==> src/tscrw_pkg.sv <==
// Shared types, defaults and pixel packing functions for the cell row writer.
`default_nettype none
package tscrw_pkg;

	localparam int COLUMNS_DEF     = 64;
	localparam int CELL_HEIGHT_DEF = 12;
	localparam int ROW_BYTES_DEF   = 48;
	localparam int TEXT_ROWS_DEF   = 16;
	localparam int TEXT_ROWS_MAX   = 16;

	localparam logic [7:0] BLOCK_FLAG = 8'h80;

	typedef struct packed {
		logic [9:0] cell_address;
		logic [7:0] char_code;
		logic [3:0] glyph_row;
		logic [7:0] font_row_bits;
		logic       protected_cell;
	} cell_t;

	typedef struct packed {
		logic [13:0] byte_address;
		logic [15:0] write_data;
		logic [15:0] write_mask;
	} wr_t;

	function automatic logic [15:0] phase_mask(input logic [1:0] phase);
		logic [15:0] m;
		case (phase)
			2'd0: m = 16'h00fc;
			2'd1: m = 16'hf003;
			2'd2: m = 16'hc00f;
			default: m = 16'h003f;
		endcase
		return m;
	endfunction

	function automatic logic [15:0] text_bits(input logic [1:0] phase, input logic [7:0] f);
		logic [15:0] d;
		case (phase)
			2'd0: d = {8'h00, f[7:2], 2'b00};
			2'd1: d = {f[5:2], 10'h000, f[7:6]};
			2'd2: d = {f[3:2], 10'h000, f[7:4]};
			default: d = {10'h000, f[7:2]};
		endcase
		return d;
	endfunction

	function automatic logic [15:0] block_bits(input logic [1:0] phase, input logic [1:0] pair);
		logic [15:0] l;
		logic [15:0] r;
		case (phase)
			2'd0: begin l = 16'h00e0; r = 16'h001c; end
			2'd1: begin l = 16'h8003; r = 16'h7000; end
			2'd2: begin l = 16'h000e; r = 16'hc001; end
			default: begin l = 16'h0038; r = 16'h0007; end
		endcase
		return (pair[0] ? l : 16'h0000) | (pair[1] ? r : 16'h0000);
	endfunction

endpackage
`default_nettype wire

==> src/text_semigraphics_cell_row_writer_top.sv <==
// Cell row writer: one glyph row of one cell to one masked frame-buffer write.
// The cell row is registered in the input register, and its write in the output register.
// Throughput: one cell row per cycle; a stalled write holds the input only once the
// input register also holds a row that writes, dropped rows never wait.
// Rows of protected or off-screen cells or past CELL_HEIGHT are dropped without a write.
// Reset clears the valid flags of both registers; payload is not reset.
`default_nettype none
module text_semigraphics_cell_row_writer_top #(
	parameter int COLUMNS     = tscrw_pkg::COLUMNS_DEF,
	parameter int CELL_HEIGHT = tscrw_pkg::CELL_HEIGHT_DEF,
	parameter int ROW_BYTES   = tscrw_pkg::ROW_BYTES_DEF,
	parameter int TEXT_ROWS   = tscrw_pkg::TEXT_ROWS_DEF
) (
	input  wire logic             clk,
	input  wire logic             arst_n,
	input  wire logic             cell_valid,
	output logic                  cell_stall,
	input  wire tscrw_pkg::cell_t cell_row,
	output logic                  wr_valid,
	input  wire logic             wr_stall,
	output tscrw_pkg::wr_t        wr
);

	localparam logic [10:0] SCREEN_CELLS = 11'(TEXT_ROWS * COLUMNS);

	logic             vld_s1;
	tscrw_pkg::cell_t cell_s1;
	logic             vld_s2;
	tscrw_pkg::wr_t   wr_s2;

	logic [3:0]       crow;
	logic [10:0]      base;
	logic [5:0]       col;
	logic [1:0]       phase;
	logic [1:0]       inner;
	logic             ok;
	logic [15:0]      addr_full;
	logic [1:0]       pair;
	logic [15:0]      data;
	logic [15:0]      mask;
	logic             out_free;
	logic             s1_go;

	always_comb begin
		crow = 4'd0;
		base = 11'd0;
		for (int k = 1; k < tscrw_pkg::TEXT_ROWS_MAX; k++) begin
			if (k < TEXT_ROWS && {1'b0, cell_s1.cell_address} >= 11'(k * COLUMNS)) begin
				crow = 4'(k);
				base = 11'(k * COLUMNS);
			end
		end
	end

	assign col   = 6'({1'b0, cell_s1.cell_address} - base);
	assign phase = col[1:0];
	assign ok    = !cell_s1.protected_cell
		&& ({1'b0, cell_s1.cell_address} < SCREEN_CELLS)
		&& (32'(cell_s1.glyph_row) < CELL_HEIGHT);

	always_comb begin
		case (phase)
			2'd2: inner = 2'd1;
			2'd3: inner = 2'd2;
			default: inner = 2'd0;
		endcase
	end

	assign addr_full = (16'(crow) * 16'(CELL_HEIGHT) + 16'(cell_s1.glyph_row))
		* 16'(ROW_BYTES) + 16'(col[5:2]) * 16'd3 + 16'(inner);

	always_comb begin
		case (cell_s1.glyph_row[3:2])
			2'd0: pair = cell_s1.char_code[1:0];
			2'd1: pair = cell_s1.char_code[3:2];
			2'd2: pair = cell_s1.char_code[5:4];
			default: pair = 2'b00;
		endcase
	end

	assign mask = tscrw_pkg::phase_mask(phase);
	assign data = mask & (((cell_s1.char_code & tscrw_pkg::BLOCK_FLAG) == 8'h00)
		? tscrw_pkg::text_bits(phase, cell_s1.font_row_bits)
		: tscrw_pkg::block_bits(phase, pair));

	assign out_free   = !vld_s2 || !wr_stall;
	assign s1_go      = vld_s1 && (out_free || !ok);
	assign cell_stall = vld_s1 && ok && !out_free;

	always_ff @(posedge clk or negedge arst_n) begin
		if (!arst_n) begin
			vld_s1 <= 1'b0;
		end else if (!vld_s1 || s1_go) begin
			vld_s1 <= cell_valid;
		end
	end

	always_ff @(posedge clk) begin
		if ((!vld_s1 || s1_go) && cell_valid) begin
			cell_s1 <= cell_row;
		end
	end

	always_ff @(posedge clk or negedge arst_n) begin
		if (!arst_n) begin
			vld_s2 <= 1'b0;
		end else if (out_free) begin
			vld_s2 <= vld_s1 && ok;
		end
	end

	always_ff @(posedge clk) begin
		if (out_free && vld_s1 && ok) begin
			wr_s2.byte_address <= addr_full[13:0];
			wr_s2.write_data   <= data;
			wr_s2.write_mask   <= mask;
		end
	end

	assign wr_valid = vld_s2;
	assign wr       = wr_s2;

endmodule
`default_nettype wire

==> config.mk <==
export PLATFORM = sky130hd
export DESIGN_NAME = text_semigraphics_cell_row_writer_top
export DESIGN_NICKNAME = d
export VERILOG_FILES = /design/src/tscrw_pkg.sv /design/src/text_semigraphics_cell_row_writer_top.sv
export SDC_FILE = /design/constraint.sdc
export NUM_CORES = 1
export LEC_CHECK = 0
export ABC_CLOCK_PERIOD_IN_PS = 3800
export BUFFER_PORTS_ARGS = -buffer_cell sky130_fd_sc_hd__buf_4
export CORE_MARGIN = 10
export CORE_UTILIZATION = 53
export CTS_CLUSTER_SIZE = 24
export DETAILED_ROUTE_END_ITERATION = 6
export GPL_TIMING_DRIVEN = 0
export PLACE_DENSITY_LB_ADDON = 0.1
export SETUP_SLACK_MARGIN = 0.3
export SYNTH_ARGS = -nofsm -noshare
export SYNTH_HDL_FRONTEND = slang
export SYNTH_SLANG_ARGS = --single-unit
==> constraint.sdc <==
create_clock -name clk -period 3.8 [get_ports clk]
set_input_delay 0.57 -clock clk [delete_from_list [all_inputs] [get_ports clk]]
set_output_delay 0.57 -clock clk [all_outputs]
set_load 0.01 [all_outputs]
* After elaboration in Yosys (flattened, before gate mapping)
Index checks and enable logic that the tools add are counted.
** Word-level totals
- Bits in registers :: 79
- Logic and storage cells :: 97
- Output and inout port bits :: 48
** Operators by class
- $mul :: 3
- Reduce and logical (&&, ||, !) cells :: 19
- $add $sub $neg :: 4
- Bitwise logic cells :: 2
- Equal/unequal tests :: 5
- Multiplexer cells :: 38
- Order comparisons :: 16
** Operators by type and width (number)
- case mux 16 bit (3 select lines) :: 4
- two-way mux 6 bit :: 14
- greater-or-equal comparator 10 bit (second input constant) :: 8
- two-way mux 16 bit :: 3
- greater-or-equal comparator 10 x 9 -> 1 bit (second input constant) :: 4
- two-way mux 4 bit :: 8
- greater-or-equal comparator 10 x 8 -> 1 bit (second input constant) :: 2
- bitwise AND 16 bit :: 1
- bitwise OR 16 bit :: 1
- adder 14 x 2 -> 14 bit :: 1
- adder 14 x 6 -> 14 bit :: 1
- multiplier 4 x 2 -> 6 bit (second input constant) :: 2
- two-way mux 3 bit :: 4
- greater-or-equal comparator 10 x 7 -> 1 bit (second input constant) :: 1
- multiplier 9 x 2 -> 10 bit (second input constant) :: 1
- adder 8 x 4 -> 9 bit :: 1
- logical NOT 8 bit :: 1
- logical AND 1 bit :: 7
- == test 2 bit (second input constant) :: 3
- logical NOT 1 bit :: 6
- case mux 2 bit (3 select lines) :: 1
- subtractor 6 bit :: 1
- == test 2 x 1 -> 1 bit (second input constant) :: 2
- logical NOT 2 bit :: 2
- 5 further kinds :: 8

* Longest topological paths before layout
- Depth after elaboration :: 22
- Mapped depth :: 15
- Depth with buffers taken out :: 14

* Least setup slack after synthesis
Ideal clock, no wire load.
- Path type :: register -> register
- Start point :: register cell_s1[28] (netlist name)
- End point :: register wr_s2, in the netlist wr[45] (data pin)
- Arrival time :: 3.112 ns
- Setup slack :: 0.428 ns
- Clock period less this slack :: 3.372 ns
- Path buffers :: 2
- Stages on the path, launching flop included :: 13
- Library setup time :: 0.260 ns
- Cell sequence :: edfxtp_1 -> clkbuf_1 -> ha_1 -> fa_1 -> nor2b_1 -> xnor2_1 -> ha_1 -> buf_4 -> or4b_4 -> o2111ai_4 -> nand4_4 -> nor4_4 -> xnor2_1
** On the way
- Word-level cells in the longest chain between the ends :: 21
- Elaborated cells on any way between the ends :: 53
** Ends and longest elaborated chain
- from (decl) :: line text_semigraphics_cell_row_writer_top.sv:27 : tscrw_pkg::cell_t cell_s1;
- from (signal assigned) :: line text_semigraphics_cell_row_writer_top.sv:100 : cell_s1 <= cell_row;
- greater-or-equal comparator 10 x 7 -> 1 bit :: line text_semigraphics_cell_row_writer_top.sv:48 : if (k < TEXT_ROWS && {1'b0, cell_s1.cell_address} >= 11'(k * COLUMNS)) begin
- two-way mux 1 bit :: line text_semigraphics_cell_row_writer_top.sv:48
- two-way mux 2 bit (2 in a row) :: line text_semigraphics_cell_row_writer_top.sv:48
- two-way mux 3 bit (4 in a row) :: line text_semigraphics_cell_row_writer_top.sv:48
- two-way mux 4 bit (8 in a row) :: line text_semigraphics_cell_row_writer_top.sv:48
- multiplier 4 x 2 -> 6 bit :: line text_semigraphics_cell_row_writer_top.sv:69 : assign addr_full = (16'(crow) * 16'(CELL_HEIGHT) + 16'(cell_s1.glyph_row))
- adder 8 x 4 -> 9 bit :: line text_semigraphics_cell_row_writer_top.sv:69
- multiplier 9 x 2 -> 10 bit :: line text_semigraphics_cell_row_writer_top.sv:70 : * 16'(ROW_BYTES) + 16'(col[5:2]) * 16'd3 + 16'(inner);
- adder 14 x 6 -> 14 bit :: line text_semigraphics_cell_row_writer_top.sv:70
- adder 14 x 2 -> 14 bit * :: line text_semigraphics_cell_row_writer_top.sv:70
- via addr_full[13] :: line text_semigraphics_cell_row_writer_top.sv:37 : logic [15:0] addr_full;
- to (decl) :: line text_semigraphics_cell_row_writer_top.sv:29 : tscrw_pkg::wr_t wr_s2;
Mark *: on every way through the listed nets, which the timed path passes. The rest lies on a longest branch.
A chain may end at the register's enable or synchronous reset.

* Worst setup path in the final report
Same ends and word-level chain as after synthesis.

==> results.json <==
{
  "clockBufferDepth": 2,
  "syn_area_per_cell_sq_um": 12.3,
  "antenna_cells": 0,
  "routed_wl_um": 7660,
  "period_needed_ns": 3.45,
  "initial_core_util_pct": 55.4,
  "vdd_drop_max_v": 0.000289,
  "antenna_found_initial": 0,
  "p_leak_nw": 1.99,
  "end_kind": "flip-flop",
  "yosysUniqueCellTypes": 47,
  "dr_wl_met3_um": 628,
  "fin_worst_skew_ns": 0.0156,
  "dp_cells": 447,
  "fin_crit_sh_pct": 90.9,
  "crit_arrival_ns": 3.53,
  "first_pass_iters": 4,
  "ys.flop_type": "edfxtp_1",
  "p_total_mw": 2.23,
  "htree_num_levels": 3,
  "cts_tree": "built",
  "whs_ns": 0.405,
  "globalplace.congestion": 0.867,
  "place_area_sq_mm": 0.00427,
  "setup_violations": 0,
  "rsz0062_at_grt": "yes",
  "async_flop_share_pct": 3.23,
  "outcome": "complete, no violations",
  "utilization_pct": 73.1,
  "portBuffers": 71,
  "grt_max_degree": 29,
  "hold_viol_final": 0,
  "maxCapViolCount": 0,
  "worstSkewPairLatency_ns": 0.34,
  "cts_sinks": 62,
  "drt_iter0_drc": 108,
  "design.die.area_sq_mm": 0.0104,
  "first_global_vias": 2484,
  "p_seq_share_pct": 38.6,
  "met2_length_um": 3770,
  "ys_seq_area_share_pct": 51.8,
  "nNetsFinal": 468,
  "synthCells": 291,
  "ios": 83,
  "synth_top_cell_by_area": "edfxtp_1",
  "fin_area_sq_mm": 0.00472,
  "fin_setup_tns_ns": 0,
  "drc": 0,
  "clkTransAtPathRegs_ns": 0.07,
  "min_path_type": "input pin to flip-flop",
  "finalNonFillerCells": 478,
  "synth_area_sq_mm": 0.00358,
  "synth_top_area_share_pct": 50.4,
  "overflow": 0,
  "max_freq_ghz": 0.290,
  "critPathKind": "flip-flop to flip-flop",
  "die_x_um": 102,
  "cp-start-kind": "flip-flop",
  "final_common_cell": "buf_4",
  "ant_nets": 0,
  "grt_usage_pct": 14.6,
  "synthTopCellsByArea": "edfxtp_1 (50%), ha_1 (11%), buf_4 (3.1%), fa_1 (2.8%), xnor2_1 (2.7%)",
  "clkPwrFrac_pct": 23.9,
  "worst_slack_ns": 0.348,
  "row_count": 29,
  "comb_power_share_pct": 37.4,
  "wl_per_cell_um": 16.0,
  "hpwl_um": 5620,
  "die_y_um": 102,
  "top_layer": "met4",
  "synth-edff-count": 60,
  "synth-warning-count": 0,
  "cts_made_buffers": 9,
  "power.switching_uw": 709,
  "worstMarginPinSlew_ns": 1.25,
  "wl_met1_um": 3180,
  "slew_viol_final": 0,
  "p_int_mw": 1.52,
  "power_density_mw_per_mm2": 472,
  "vias": 2519,
  "drive_gt1_share_pct": 35.9,
  "layout_common_cells": "buf_4 (97), edfxtp_1 (60), ha_1 (29)",
  "switching_share_pct": 31.8,
  "clock-root-buffer": "clkbuf_8",
  "synth_seq_cells": 62,
  "syn2layout_area_growth_pct": 32.0,
  "viasPerCell": 5.27,
  "maxSlewHeadroom_pct": 16.4,
  "core_region_area_sq_mm": 0.00646,
  "grt_first_pass_wirelength_um": 12000,
  "worstPathRequired_ns": 3.88,
  "cp_max_fo": 5,
  "dp_slack_ns": 0.162
}
what timing repair did:
action,in CTS,in global routing
endpoints found under the hold margin,2,0
pin swaps,6,16
resized for setup,13,24
endpoints found under the setup margin,3,3
hold buffers,1,0
buffers inserted,5,9
cloned,0,1
worst max-delay path, cell delays in order (launching register included):
cell       delay, ns
edfxtp_1        0.38
buf_6           0.14
ha_4            0.15
fa_2            0.56
nor2b_4         0.22
a21boi_1        0.08
and4b_1         0.27
o2bb2ai_2       0.08
ha_2            0.20
nor4_1          0.26
o21ai_0         0.14
o21ai_1         0.18
xor2_2          0.14
nor4_4          0.27
xnor2_1         0.11
logic make-up (layout without fill, tap and decap cells):
kind of cell	Yosys count	in the layout	synth area share, %
buffers and inverters	43	146	6.12
other	1	8	0.105
AND/OR/NAND/NOR	64	64	10.3
multiplexers	2	2	0.560
adder cells (fa/ha/maj)	36	36	13.6
flip-flops	62	62	51.8
XOR/XNOR	22	22	5.60
AO/OA/AOI/OAI	61	61	11.9
metal layers:
metal,global-route usage [%],vias up
li1,-,1247
met1,17.4,1171
met2,23.3,93
met3,5.87,8
met4,5.64,0
met5,0,-
sequential cells by signal, indices dropped and copies added, names as in the netlist:
register  flops
cell_s1      28
vld_s1        1
wr           32
wr_valid      1
power by group through the flow:
stage               Sequential [mW]  Combinational, mW  Clock [mW]
finish                        0.861              0.834       0.533
global route                  0.866              0.914       0.583
CTS                           0.862              0.745       0.544
detailed placement            0.876              0.694           0
global placement              0.875              0.665           0
floorplan                     0.887              0.503           0
area by class of cell:
| class | instances | area (sq um) |
|---|---|---|
| Clock buffer | 9 | 124 |
| Timing Repair Buffer | 88 | 688 |
| Inverter | 21 | 78.8 |
| Multi-Input combinational cell | 193 | 1660 |
| Sequential cell | 62 | 1850 |
| Tap cell | 77 | 96.3 |
| Buffer | 22 | 166 |
| Clock inverter | 6 | 53.8 |
| Fill cell | 446 | 1740 |
final timing paths:
check	start	endpoint	slack [ns]	cells after the start
setup / recovery	cell_s1[28]	wr[45]	0.35	14
hold / removal	cell_row[28]	cell_s1[28]	0.40	1
setup reg to reg	cell_s1[28]	wr[45]	0.35	14
hold reg to reg	wr_valid	wr_valid	0.59	2
max in group asynchronous	arst_n	wr_valid	3.17	2
min in group asynchronous	arst_n	vld_s1	0.55	2
synth_stat cells (3+ instances only):
cell type,count
a21oi_1,13
nor2_1,20
a211oi_1,9
clkbuf_1,6
o21ai_1,4
edfxtp_1,60
buf_4,15
fa_1,5
ha_1,31
o21ai_0,7
a21boi_1,3
xor2_1,10
o2bb2ai_1,3
nor2b_1,6
nand2_1,17
a22oi_1,7
xnor2_1,11
inv_1,21
o21a_1,3
Note: power is estimated with default switching activity, not from simulation.
